## src/rtl/swcc_pkg.sv

```systemverilog
`default_nettype none
package swcc_pkg;
	localparam int DEPTH = 32;
	localparam int IDX_W = $clog2(DEPTH);
	localparam int OCC_W = $clog2(DEPTH + 1);
	localparam int TMR_W = 19;
	localparam int LEN_W = 9;

	typedef enum logic [1:0] {
		OP_SEND = 2'd0,
		OP_ACK = 2'd1,
		OP_TICK = 2'd2,
		OP_NONE = 2'd3
	} op_t;

	typedef enum logic [2:0] {
		ST_ACCEPTED = 3'd0,
		ST_FULL = 3'd1,
		ST_NEW_ACK = 3'd2,
		ST_DUP_ACK = 3'd3,
		ST_RANGE = 3'd4,
		ST_RESEND = 3'd5,
		ST_NO_EXPIRY = 3'd6
	} status_t;

	localparam logic [1:0] REG_MAX_WINDOW = 2'd0;
	localparam logic [1:0] REG_TIMEOUT = 2'd1;
	localparam logic [1:0] REG_INIT_THRESH = 2'd2;
	localparam logic [1:0] REG_INIT_WINDOW = 2'd3;

	typedef enum logic [2:0] {
		S_IDLE,
		S_EXEC,
		S_SLIDE,
		S_SCAN,
		S_SCAN_WR,
		S_EMIT
	} state_t;

	// controller to datapath
	typedef struct packed {
		logic capture;
		logic exec;
		logic slide;
		logic scan_rd;
		logic scan_wr;
		logic emit;
		logic emit_last;
	} cmd_t;

	// datapath to controller
	typedef struct packed {
		op_t op;
		logic need_slide;
		logic scan_done;
		logic scan_hit;
		logic any_resend;
	} sts_t;
endpackage
`default_nettype wire

```

## src/rtl/swcc_ram.sv

```systemverilog
`default_nettype none
module swcc_ram #(
	parameter int WIDTH = 8,
	parameter int DEPTH = 32
) (
	input wire logic clk,
	input wire logic we,
	input wire logic [$clog2(DEPTH)-1:0] waddr,
	input wire logic [WIDTH-1:0] wdata,
	input wire logic [$clog2(DEPTH)-1:0] raddr,
	output logic [WIDTH-1:0] rdata
);
	logic [WIDTH-1:0] mem [DEPTH];

	always_ff @(posedge clk) begin
		if (we) begin
			mem[waddr] <= wdata;
		end
		rdata <= mem[raddr];
	end
endmodule
`default_nettype wire

```

## src/rtl/swcc_ctrl.sv

```systemverilog
`default_nettype none
module swcc_ctrl import swcc_pkg::*; (
	input wire logic clk,
	input wire logic arst_n,
	input wire logic in_valid,
	output logic in_stall,
	input wire logic out_valid,
	input wire logic out_stall,
	output cmd_t cmd,
	input wire sts_t sts
);
	state_t state_q, state_d;
	logic out_done;

	// the result register is free or its transfer completes this cycle
	assign out_done = !out_valid || !out_stall;

	// next state
	always_comb begin
		state_d = state_q;
		unique case (state_q)
			S_IDLE: begin
				if (in_valid) begin
					state_d = S_EXEC;
				end
			end
			S_EXEC: begin
				priority if (sts.op == OP_TICK) begin
					state_d = S_SCAN;
				end else if (sts.op == OP_NONE) begin
					state_d = S_IDLE;
				end else if (sts.op == OP_ACK) begin
					state_d = S_SLIDE;
				end else begin
					state_d = S_EMIT;
				end
			end
			S_SLIDE: begin
				if (!sts.need_slide) begin
					state_d = S_EMIT;
				end
			end
			S_SCAN: begin
				if (sts.scan_done) begin
					state_d = S_EMIT;
				end else begin
					state_d = S_SCAN_WR;
				end
			end
			S_SCAN_WR: begin
				if (sts.scan_hit && sts.any_resend) begin
					if (out_done) begin
						state_d = S_SCAN;
					end
				end else begin
					state_d = S_SCAN;
				end
			end
			S_EMIT: begin
				if (out_done) begin
					state_d = S_IDLE;
				end
			end
			default: state_d = S_IDLE;
		endcase
	end

	// outputs
	always_comb begin
		cmd = '0;
		in_stall = 1'b1;
		unique case (state_q)
			S_IDLE: begin
				in_stall = 1'b0;
				cmd.capture = in_valid;
			end
			S_EXEC: cmd.exec = 1'b1;
			S_SLIDE: cmd.slide = 1'b1;
			S_SCAN: cmd.scan_rd = !sts.scan_done;
			S_SCAN_WR: begin
				// a new hit pushes out the held resend first
				if (sts.scan_hit && sts.any_resend) begin
					if (out_done) begin
						cmd.scan_wr = 1'b1;
						cmd.emit = 1'b1;
					end
				end else begin
					cmd.scan_wr = 1'b1;
				end
			end
			S_EMIT: begin
				if (out_done) begin
					cmd.emit = 1'b1;
					cmd.emit_last = 1'b1;
				end
			end
			default: ;
		endcase
	end

	always_ff @(posedge clk or negedge arst_n) begin
		if (!arst_n) begin
			state_q <= S_IDLE;
		end else begin
			state_q <= state_d;
		end
	end
endmodule
`default_nettype wire

```

## src/rtl/swcc_dp.sv

```systemverilog
`default_nettype none
module swcc_dp import swcc_pkg::*; (
	input wire logic clk,
	input wire logic arst_n,
	input wire logic [1:0] operation,
	input wire logic [31:0] seq_number,
	input wire logic [8:0] packet_length,
	input wire logic lost,
	input wire logic cfg_we,
	input wire logic [1:0] cfg_index,
	input wire logic [18:0] cfg_data,
	input wire cmd_t cmd,
	output sts_t sts,
	input wire logic out_stall,
	output logic out_valid,
	output logic [2:0] status,
	output logic [31:0] packet_seq,
	output logic [8:0] resend_length,
	output logic [31:0] window_base,
	output logic [15:0] window_size,
	output logic [15:0] slow_start_limit,
	output logic last
);
	logic [15:0] max_window_q;
	logic [18:0] timeout_q;
	logic [31:0] base_q, next_q;
	logic [OCC_W-1:0] occ_q;
	logic [15:0] cwnd_q, ssth_q;
	logic [DEPTH-1:0] acked_q;
	// physical slot of window entry k is (head_q + k) mod DEPTH
	logic [IDX_W-1:0] head_q;

	logic [1:0] op_q;
	logic [31:0] seq_q;
	logic [8:0] len_q;
	logic lost_q;
	status_t res_st_q;
	logic [31:0] res_seq_q;
	logic [8:0] res_len_q;

	logic [OCC_W-1:0] scan_k_q;
	logic [5:0] resend_n_q;
	logic [IDX_W-1:0] scan_slot_q;

	logic [18:0] tmr_rd;
	logic [8:0] len_rd;
	logic tmr_we;
	logic [IDX_W-1:0] tmr_wa, tmr_ra;
	logic [18:0] tmr_wd;

	logic [31:0] diff;
	logic [IDX_W-1:0] d_slot, tail_slot, k_slot;
	logic [16:0] cwnd2;
	logic can_send, hit, cap_ok;

	assign diff = seq_q - base_q;
	assign d_slot = head_q + diff[IDX_W-1:0];
	assign tail_slot = head_q + occ_q[IDX_W-1:0];
	assign k_slot = head_q + scan_k_q[IDX_W-1:0];
	assign cwnd2 = {cwnd_q, 1'b0};
	assign can_send = ({{(16-OCC_W){1'b0}}, occ_q} < cwnd_q)
		&& (occ_q < OCC_W'(DEPTH));
	assign cap_ok = resend_n_q < 6'd32;
	assign hit = !acked_q[scan_slot_q] && (tmr_rd <= 19'd1) && cap_ok;

	assign sts.op = op_t'(op_q);
	assign sts.need_slide = (occ_q != '0) && acked_q[head_q];
	assign sts.scan_done = scan_k_q >= occ_q;
	assign sts.scan_hit = hit;
	assign sts.any_resend = resend_n_q != '0;

	// timer store write mux: send loads, scan reloads or decrements
	always_comb begin
		tmr_we = 1'b0;
		tmr_wa = tail_slot;
		tmr_wd = timeout_q;
		tmr_ra = k_slot;
		if (cmd.exec && op_q == OP_SEND && can_send) begin
			tmr_we = 1'b1;
		end else if (cmd.scan_wr && !acked_q[scan_slot_q]) begin
			tmr_wa = scan_slot_q;
			if (tmr_rd <= 19'd1) begin
				tmr_we = cap_ok;
			end else begin
				tmr_we = 1'b1;
				tmr_wd = tmr_rd - 19'd1;
			end
		end
	end

	swcc_ram #(.WIDTH(TMR_W), .DEPTH(DEPTH)) u_tmr (
		.clk(clk), .we(tmr_we), .waddr(tmr_wa), .wdata(tmr_wd),
		.raddr(tmr_ra), .rdata(tmr_rd)
	);
	swcc_ram #(.WIDTH(LEN_W), .DEPTH(DEPTH)) u_len (
		.clk(clk), .we(cmd.exec && op_q == OP_SEND && can_send), .waddr(tail_slot),
		.wdata(len_q), .raddr(tmr_ra), .rdata(len_rd)
	);

	always_ff @(posedge clk) begin
		if (cmd.capture) begin
			op_q <= operation;
			seq_q <= seq_number;
			len_q <= packet_length;
			lost_q <= lost;
		end
	end

	always_ff @(posedge clk or negedge arst_n) begin
		if (!arst_n) begin
			max_window_q <= 16'd32;
			timeout_q <= 19'd300000;
			base_q <= '0;
			next_q <= '0;
			occ_q <= '0;
			cwnd_q <= 16'd2;
			ssth_q <= 16'd50;
			acked_q <= '0;
			head_q <= '0;
			res_st_q <= ST_ACCEPTED;
			res_seq_q <= '0;
			res_len_q <= '0;
			scan_k_q <= '0;
			resend_n_q <= '0;
			scan_slot_q <= '0;
			out_valid <= 1'b0;
			status <= '0;
			packet_seq <= '0;
			resend_length <= '0;
			window_base <= '0;
			window_size <= '0;
			slow_start_limit <= '0;
			last <= 1'b0;
		end else begin
			// configuration writes
			if (cfg_we) begin
				unique case (cfg_index)
					REG_MAX_WINDOW: max_window_q <= cfg_data[15:0];
					REG_TIMEOUT: timeout_q <= cfg_data;
					REG_INIT_THRESH: ssth_q <= cfg_data[15:0];
					REG_INIT_WINDOW: cwnd_q <= (cfg_data[15:0] == '0) ? 16'd1
						: cfg_data[15:0];
					default: ;
				endcase
			end
			if (cmd.exec) begin
				scan_k_q <= '0;
				resend_n_q <= '0;
				res_len_q <= '0;
				unique case (op_t'(op_q))
					OP_SEND: begin
						if (can_send) begin
							if (lost_q) begin
								ssth_q <= {1'b0, cwnd_q[15:1]};
								cwnd_q <= 16'd1;
							end
							acked_q[tail_slot] <= 1'b0;
							occ_q <= occ_q + 1'b1;
							next_q <= next_q + 1'b1;
							res_st_q <= ST_ACCEPTED;
						end else begin
							res_st_q <= ST_FULL;
						end
						res_seq_q <= next_q;
					end
					OP_ACK: begin
						res_seq_q <= seq_q;
						priority if (diff[31]) begin
							res_st_q <= ST_DUP_ACK;
						end else if (diff >= {{(32-OCC_W){1'b0}}, occ_q}) begin
							res_st_q <= ST_RANGE;
						end else if (acked_q[d_slot]) begin
							res_st_q <= ST_DUP_ACK;
						end else begin
							res_st_q <= ST_NEW_ACK;
							acked_q[d_slot] <= 1'b1;
							priority if (cwnd2 < {1'b0, ssth_q}) begin
								cwnd_q <= cwnd2[15:0];
							end else if (cwnd_q >= ssth_q && cwnd_q < max_window_q) begin
								cwnd_q <= cwnd_q + 16'd1;
							end else if (cwnd_q < ssth_q) begin
								cwnd_q <= ssth_q;
							end else begin
								cwnd_q <= cwnd_q;
							end
						end
					end
					OP_TICK: begin
						res_st_q <= ST_NO_EXPIRY;
						res_seq_q <= '0;
					end
					default: ;
				endcase
			end
			// drop one acked entry at the base
			if (cmd.slide && sts.need_slide) begin
				acked_q[head_q] <= 1'b0;
				head_q <= head_q + 1'b1;
				occ_q <= occ_q - 1'b1;
				base_q <= base_q + 1'b1;
			end
			// scan: read issued, then advance
			if (cmd.scan_rd) begin
				scan_slot_q <= k_slot;
			end
			if (cmd.scan_wr) begin
				scan_k_q <= scan_k_q + 1'b1;
				// hold the newest resend until the next hit or the end of the scan
				if (hit) begin
					resend_n_q <= resend_n_q + 1'b1;
					res_st_q <= ST_RESEND;
					res_seq_q <= base_q + {{(32-OCC_W){1'b0}}, scan_k_q};
					res_len_q <= len_rd;
				end
			end
			// result register: load the held result, else clear after transfer
			if (cmd.emit) begin
				out_valid <= 1'b1;
				window_base <= base_q;
				window_size <= cwnd_q;
				slow_start_limit <= ssth_q;
				status <= res_st_q;
				packet_seq <= res_seq_q;
				resend_length <= res_len_q;
				last <= cmd.emit_last;
			end else if (out_valid && !out_stall) begin
				out_valid <= 1'b0;
			end
		end
	end
endmodule
`default_nettype wire

```

## src/rtl/sender_window_congestion_control_top.sv

```systemverilog
// A transfer is captured in S_IDLE and run in S_EXEC; a send then goes to
// S_EMIT, an ack slides the base past the acked entries at its head in S_SLIDE,
// then S_EMIT, and a tick scans each entry via S_SCAN (timer read registered)
// and S_SCAN_WR (timer write), then S_EMIT. One item at a time; a stalled result
// holds the controller. Reset (arst_n, asynchronous) empties the window, zeroes
// sequence numbers and loads register defaults; memories are not cleared.
`default_nettype none
module sender_window_congestion_control_top import swcc_pkg::*; (
	input wire logic clk,
	input wire logic arst_n,
	input wire logic in_valid,
	output logic in_stall,
	input wire logic [1:0] operation,
	input wire logic [31:0] seq_number,
	input wire logic [8:0] packet_length,
	input wire logic lost,
	output logic out_valid,
	input wire logic out_stall,
	output logic [2:0] status,
	output logic [31:0] packet_seq,
	output logic [8:0] resend_length,
	output logic [31:0] window_base,
	output logic [15:0] window_size,
	output logic [15:0] slow_start_limit,
	output logic last,
	input wire logic cfg_we,
	input wire logic [1:0] cfg_index,
	input wire logic [18:0] cfg_data
);
	cmd_t cmd;
	sts_t sts;

	swcc_ctrl u_ctrl (
		.clk(clk), .arst_n(arst_n), .in_valid(in_valid), .in_stall(in_stall),
		.out_valid(out_valid), .out_stall(out_stall), .cmd(cmd), .sts(sts)
	);
	swcc_dp u_dp (
		.clk(clk), .arst_n(arst_n), .operation(operation), .seq_number(seq_number),
		.packet_length(packet_length), .lost(lost), .cfg_we(cfg_we),
		.cfg_index(cfg_index), .cfg_data(cfg_data), .cmd(cmd), .sts(sts),
		.out_stall(out_stall), .out_valid(out_valid), .status(status),
		.packet_seq(packet_seq), .resend_length(resend_length),
		.window_base(window_base), .window_size(window_size),
		.slow_start_limit(slow_start_limit), .last(last)
	);
endmodule
`default_nettype wire

```

## config.mk

```make
export PLATFORM = sky130hd
export DESIGN_NAME = sender_window_congestion_control_top
export DESIGN_NICKNAME = d
export VERILOG_FILES = /design/src/rtl/swcc_pkg.sv /design/src/rtl/swcc_ram.sv /design/src/rtl/swcc_ctrl.sv /design/src/rtl/swcc_dp.sv /design/src/rtl/sender_window_congestion_control_top.sv
export SDC_FILE = /design/constraint.sdc
export NUM_CORES = 2
export LEC_CHECK = 0
export BUFFER_PORTS_ARGS = -buffer_cell sky130_fd_sc_hd__buf_4
export CORE_ASPECT_RATIO = 0.6
export CORE_MARGIN = 10
export CORE_UTILIZATION = 40
export CTS_CLUSTER_DIAMETER = 80
export DETAILED_ROUTE_END_ITERATION = 10
export SYNTH_ARGS = -nofsm -noshare
export SYNTH_HDL_FRONTEND = slang
export SYNTH_SLANG_ARGS = --single-unit
```

## constraint.sdc

```tcl
create_clock -name clk -period 4.8 [get_ports clk]
set_input_delay 0.48 -clock clk [delete_from_list [all_inputs] [get_ports clk]]
set_output_delay 0.48 -clock clk [all_outputs]
set_load 0.01 [all_outputs]
```

# After elaboration in Yosys (flattened, before gate mapping)
# Memories as Yosys holds them, arrays and structs flattened. A register that Yosys moved wholly into a read port is not among the register bits.
# Cells that the tools add are included.
# word_totals
reg_bits,392
mem_bits_rw,896
input_bits,70
output_inout_bits,111
wordCells,214
memories,2
# mem_list
name,words,word_bits,rd,rd_ports_with_merged_regs,write_ports,line,rtl
u_dp.u_tmr.mem,32,19,1,1,1,swcc_ram.sv:13,logic [WIDTH-1:0] mem [DEPTH];
u_dp.u_len.mem,32,9,1,1,1,swcc_ram.sv:13,
# classes
n_addsub,14
order_cmp,17
eq_ne,16
mux,97
bitwise,5
reduce_logical,35
# ops
operator,count
$mux W16,18
$mux W32,9
$pmux W32 S3,1
$add A32 B1 Y32 const B,2
$and A32 B32 Y32,2
$not A32 Y32,2
$pmux W32 S2,1
$mux W19,3
$mux W6,9
$mux W3,13
$add A32 B6 Y32,1
$ge A32 B6 Y1,1
$lt A16 B16 Y1,2
$or A32 B32 Y32,1
$pmux W16 S2,1
$sub A32 B32 Y32,1
$mux W1,27
$mux W9,3
$lt A5 B6 Y1 const B,4
$le A19 B1 Y1 const B,1
$sub A19 B1 Y19 const B,1
$add A6 B1 Y6 const B,3
$pmux W3 S6,1
$lt A17 B16 Y1,1
35 further kinds,76

# Longest topological paths before layout
# logic_depth
depth_word,14
mapped_depth,19
mapped_depth_nobuf,18

# Cells and area by module
# From an unflattened synthesis, not the netlist that was laid out.
# hier_totals
hier_cells,4189
hier_area_um2,59488.3
# modules_own_cells
mod,n_inst,cells_per_inst,area_each_um2,seq_area_each_um2
swcc_ram (u_dp.u_tmr),1,1346,24245.8,18637.9
swcc_dp,1,2339,23623.9,9970.8
swcc_ram (u_dp.u_len),1,463,11282.1,8828.5
swcc_ctrl,1,41,336.6,75.1

# Worst setup path after synthesis
# OpenSTA, ideal clock, no wires.
# synth_path
path_type,reg2reg
start,reg u_dp.scan_slot_q[0]
end,mem u_dp.u_tmr.mem[0][17] (netlist name) (data pin)
setup_time_ns,0.454
arrival_ns,3.906
required_ns,4.346
slack_ns,0.440
path_stages_with_launch,10
path_buffers,3
period_less_slack_ns,4.360
path_cell_list,dfrtp_1 buf_2 mux4_2 mux4_2 mux2_2 or2_1 nand2b_1 buf_2 buf_2 o21ai_0
# synth_between
elab_chain_cells,11
# synth_lines
item,line,rtl
"start, declared",swcc_dp.sv:43,logic [IDX_W-1:0] scan_slot_q;
"start signal, assigned",swcc_dp.sv:204,scan_slot_q <= k_slot;
$bmux W1 S5 (*),"swcc_dp.sv:64, swcc_dp.sv:80",
$mux W1 (implied by the code) (*),"swcc_dp.sv:64, swcc_dp.sv:80",
$logic_not A1 Y1 (*),"swcc_dp.sv:64, swcc_dp.sv:80",
$logic_and A1 B1 Y1 (2 in series),swcc_dp.sv:64,assign hit = !acked_q[scan_slot_q] && (tmr_rd <= 19'd1) && cap_ok;
$logic_and A1 B1 Y1,swcc_ctrl.sv:82,if (sts.scan_hit && sts.any_resend) begin
$mux W1,swcc_ctrl.sv:82,
$mux W1,swcc_ctrl.sv:72,unique case (state_q)
$logic_and A1 B1 Y1 (*),swcc_dp.sv:80,end else if (cmd.scan_wr && !acked_q[scan_slot_q]) begin
$mux W19 (*),swcc_dp.sv:80,
$mux W19 (*),swcc_dp.sv:78,if (cmd.exec && op_q == OP_SEND && can_send) begin
net u_dp.tmr_wd[17],swcc_dp.sv:49,logic [18:0] tmr_wd;
"end, declared",swcc_ram.sv:13,
# Mark *: on every way through the listed nets, which the timed path passes. The rest lies on a longest branch. The select of a mux whose other input is x is not followed.

# Worst setup path in the final report
# layout_path
start,reg u_dp.base_q[24]
end,reg u_dp.cwnd_q[3]
# layout_between
elab_chain_cells,6
elab_cells_between_ends,7
cone_classes,add/sub (1); order compare (1); eq/ne (1); mux (4)
# layout_lines
item,line,rtl
"start, declared",swcc_dp.sv:26,"logic [31:0] base_q, next_q;"
"start signal, assigned",swcc_dp.sv:200,base_q <= base_q + 1'b1;
$sub A32 B32 Y32 (*),swcc_dp.sv:56,assign diff = seq_q - base_q;
$ge A32 B6 Y1,swcc_dp.sv:170,"end else if (diff >= {{(32-OCC_W){1'b0}}, occ_q}) begin"
$mux W16,swcc_dp.sv:170,
$mux W16,swcc_dp.sv:168,priority if (diff[31]) begin
$pmux W16 S2,swcc_dp.sv:150,unique case (op_t'(op_q))
$mux W16,swcc_dp.sv:146,if (cmd.exec) begin
"end signal, assigned",swcc_dp.sv:178,cwnd_q <= cwnd2[15:0];
"end signal, assigned",swcc_dp.sv:180,cwnd_q <= cwnd_q + 16'd1;
"end signal, assigned",swcc_dp.sv:182,cwnd_q <= ssth_q;
"end, declared",swcc_dp.sv:28,"logic [15:0] cwnd_q, ssth_q;"
# Every way passes the cells marked *; elsewhere a longest branch is shown, timed or not.
# A chain may end at the register's enable or synchronous reset.

==> metrics.yaml <==
timing:
  grt_setup_unrepaired: "false"
  slew_headroom_pct: 22.11
  fin_skew_ns: 0.06497
  worst_pin_slew_ns: 1.168
  fmax_mhz: 219.9
  hold_viol: 0
  finalSetupTns_ns: 0
  worst_slack_ns: 0.2528
  min_period_over_period_pct: 94.73
  final_max_slew_viol_count: 0
  final.min_clock_period_ns: 4.547
  setup_viol: 0
routing:
  finalWirelength_um: 170400
  wl_per_cell_um: 26.39
  ant_nets: 0
  dr.pass1.iters: 5
  num_vias: 36780
  drcViolationCount: 0
  drt-initial-drc-count: 4347
  routed_via_density: 5.697
floorplanning:
  dieArea_um2: 161900
  ioPinCount: 181
  core-area_um2: 144700
  num_rows: 108
  die_x_um: 512.8
  die_h_um: 315.7
  start_util_pct: 40.27
synthesis:
  netlist_instances: 4077
  yosysWarnings: 0
  synthTopCellsByCount: "edfxtp_1 (940), nand2_1 (502), dfrtp_1 (335), mux4_2 (254), nor2_1 (217)"
  syn_area_um2: 58280
  yosys.area.top_type: "edfxtp_1"
  synth.top_cell.area_share_pct: 48.43
  syn_area_per_cell_um2: 14.30
  synth_cell_types: 85
  async_reset_ff_share_pct: 26.44
  synth_enable_flop_cells: 940
  yosys_register_bits: 1316
  yosysMostFrequentCell: "edfxtp_1"
  ys_seq_area_share_pct: 64.36
  syn-num-nets: 4285
  synth_area_leaders: "edfxtp_1 (48%), dfrtp_1 (14%), mux4_2 (9.8%), nand2_1 (3.2%), ha_1 (2.8%)"
  synthFlopType: "edfxtp_1"
finish:
  nNetsFinal: 4634
  drive_gt1_share_pct: 23.55
  synthToLayoutAreaGrowth_pct: 16.54
  post-route-cell-area_um2: 67920
  finalNonFillerCells: 6456
place:
  finalWeightedCongestion: 0.9626
  port_buffers: 180
  placed_cells: 6172
  pre_cts_ws_ns: 0.1836
  dp_hpwl_um: 114900
  dpl_cell_area_um2: 63280
worst_setup_path:
  r2r_start: "u_dp.base_q[24]"
  critPathArrivalTime_ns: 5.18
  crit_type: "register to register"
  rrSetupSlack_ns: 0.25
  critPathLaunch: "u_dp.base_q[24]"
  reg2reg_to: "u_dp.cwnd_q[3]"
  critPathMaxFanout: 11
  cp-end-kind: "register"
  cp.required_ns: 5.44
  startpoint_type: "register"
  cp-endpoint: "u_dp.cwnd_q[3]"
  r2r_cells: 15
clock_tree:
  h-tree-depth: 3
  cts_buffers: 118
  tritoncts: "built"
  clk_latency_ns: 0.78
  postCtsSetupRepairBufs: 0
  clock_sinks: 1316
  clk_path_buf_depth: 3
  cts_root_buf: "clkbuf_16"
  path_clk_slew_ns: 0.07
flow_run:
  drv_cap: 0
global_routing:
  grt_max_degree: 114
  globalRoute.totalOverflow: 0
  grt_pass1_wl_um: 249300
  grt_usage_pct: 20.46
  antenna_found_initial: 6
  grt_pass1_vias: 35570
power:
  vdd_ir_drop_max_mv: 0.3527
  fin_total_pwr_uw: 33770
  p_per_area_nw_per_um2: 497.1
  p_leak_uw: 0.02472
outcome:
  status: "completed"
hold_path:
  hp-class: "primary input to register"
cell usage in the layout, fill, tap and decap left out, types with 11 or more instances in the layout:
cell type      instances
a21o_1                37
o211ai_1              43
dfstp_2               13
edfxtp_1             940
xor2_1                27
or3_1                 11
nor2_2                34
inv_1                116
nand2b_1              18
bufinv_16             13
nor3_1                45
clkbuf_16            120
o21ai_2               18
buf_4                364
nand4_1               34
a221o_1               48
nand2_1              502
mux2i_1               25
dfxtp_1               28
clkinv_2              25
a22oi_1               15
o21ai_0              179
a21oi_1              121
ha_1                 129
and3_1                24
a211oi_1              12
xnor2_1              123
dlygate4sd3_1         59
buf_12                21
nand3_1              205
nor4_1                19
dfrtp_1              335
nor2_1               182
nor2b_1               13
mux4_2               254
clkbuf_1              23
mux2_2               128
clkinv_1              12
power breakdown:
group / internal (uW) / switching (uW)
logic: 3660 / 5320
registers: 13900 / 962
clock network: 5480 / 4430
sequential cells by signal (all words and copies together), names as in the netlist, 9 cells and up:
| signal | cells |
|---|---|
| u_dp.window_base | 32 |
| u_dp.cwnd_q | 16 |
| u_dp.max_window_q | 16 |
| u_dp.seq_q | 32 |
| u_dp.u_tmr.mem | 608 |
| u_dp.packet_seq | 32 |
| u_dp.u_len.mem | 288 |
| u_dp.res_seq_q | 32 |
| u_dp.window_size | 16 |
| u_dp.len_q | 9 |
| u_dp.ssth_q | 16 |
| u_dp.timeout_q | 19 |
| u_dp.next_q | 32 |
| u_dp.base_q | 32 |
| u_dp.acked_q | 32 |
| u_dp.u_len.rdata | 9 |
| u_dp.res_len_q | 9 |
| u_dp.slow_start_limit | 16 |
| u_dp.resend_length | 9 |
| u_dp.u_tmr.rdata | 19 |
kinds of logic (layout without fill, tap and decap cells):
logic type | count (synthesis) | in the layout | share of synthesized area (%)
other | 0 | 1 | 0
buffers and inverters | 332 | 785 | 2.213
multiplexers | 407 | 407 | 12.72
flip-flops | 1316 | 1316 | 64.36
AND/OR/NAND/NOR | 1145 | 1145 | 8.877
AO/OA/AOI/OAI | 582 | 582 | 6.428
adder cells (fa/ha/maj) | 138 | 138 | 3.040
XOR/XNOR | 157 | 157 | 2.359
worst min path at each step:
stage,cells after the start,endpoint,from,slack [ns]
5_1_grt,2,u_dp.cwnd_q[10],cfg_data[10],0.03
3_5_place_dp,2,u_dp.res_len_q[5],u_dp.u_len.rdata[5],0.41
3_3_place_gp,2,u_dp.res_len_q[0],u_dp.u_len.rdata[0],0.40
6_report,3,u_dp.max_window_q[10],cfg_data[10],0.05
4_1_cts,3,u_dp.max_window_q[10],cfg_data[10],0.008
2_1_floorplan,0,u_ctrl.state_q[0],arst_n,0.18
per-layer routing:
layer  up-vias  global-route usage, %  share of wire, %
li1      16160                      -                 -
met1     18850                  33.20                49
met2      1603                  26.23                39
met3       167                  6.753                11
met4         4                  3.496               1.5
met5         -                      0             0.014
area by class of cell:
| cell class | instances | area [um2] |
|---|---|---|
| tap | 1925 | 2409 |
| clock buffer | 153 | 3227 |
| clock inverter | 71 | 790.8 |
| timing repair buffer | 445 | 3759 |
| inverter | 116 | 435.4 |
| sequential | 1316 | 37510 |
| multi-input combinational | 2429 | 19790 |
| antenna | 1 | 2.502 |
| fill | 12460 | 76800 |
metrics by stage:
step	utilization [%]	hold slack (ns)
floorplan	-	0.1844
global placement	43.72	0.4034
detailed placement	43.72	0.4127
CTS	46.91	0.007935
global route	46.93	0.02559
finish	46.93	0.05389
what timing repair did:
item | 4_1_cts | 5_1_grt
endpoints found under the hold margin | 111 | 0
setup endpoints to repair | 0 | 24
resized for setup | 0 | 7
hold buffers | 59 | 0
worst max-delay path: stages (launching register included):
cell and delay [ns]:
dfrtp_1 0.48, inv_1 0.11, ha_1 0.53, a21oi_1 0.19, o21ai_1 0.21, o32ai_1 0.22
a2111oi_2 0.39, buf_4 0.17, nand4_1 0.06, nand4b_1 0.19, or4_4 0.57, nor3_4 0.29
nand3_1 0.16, a21oi_1 0.26, o21ai_2 0.20, a221o_1 0.40
Note: power is estimated with default switching activity, not from simulation.
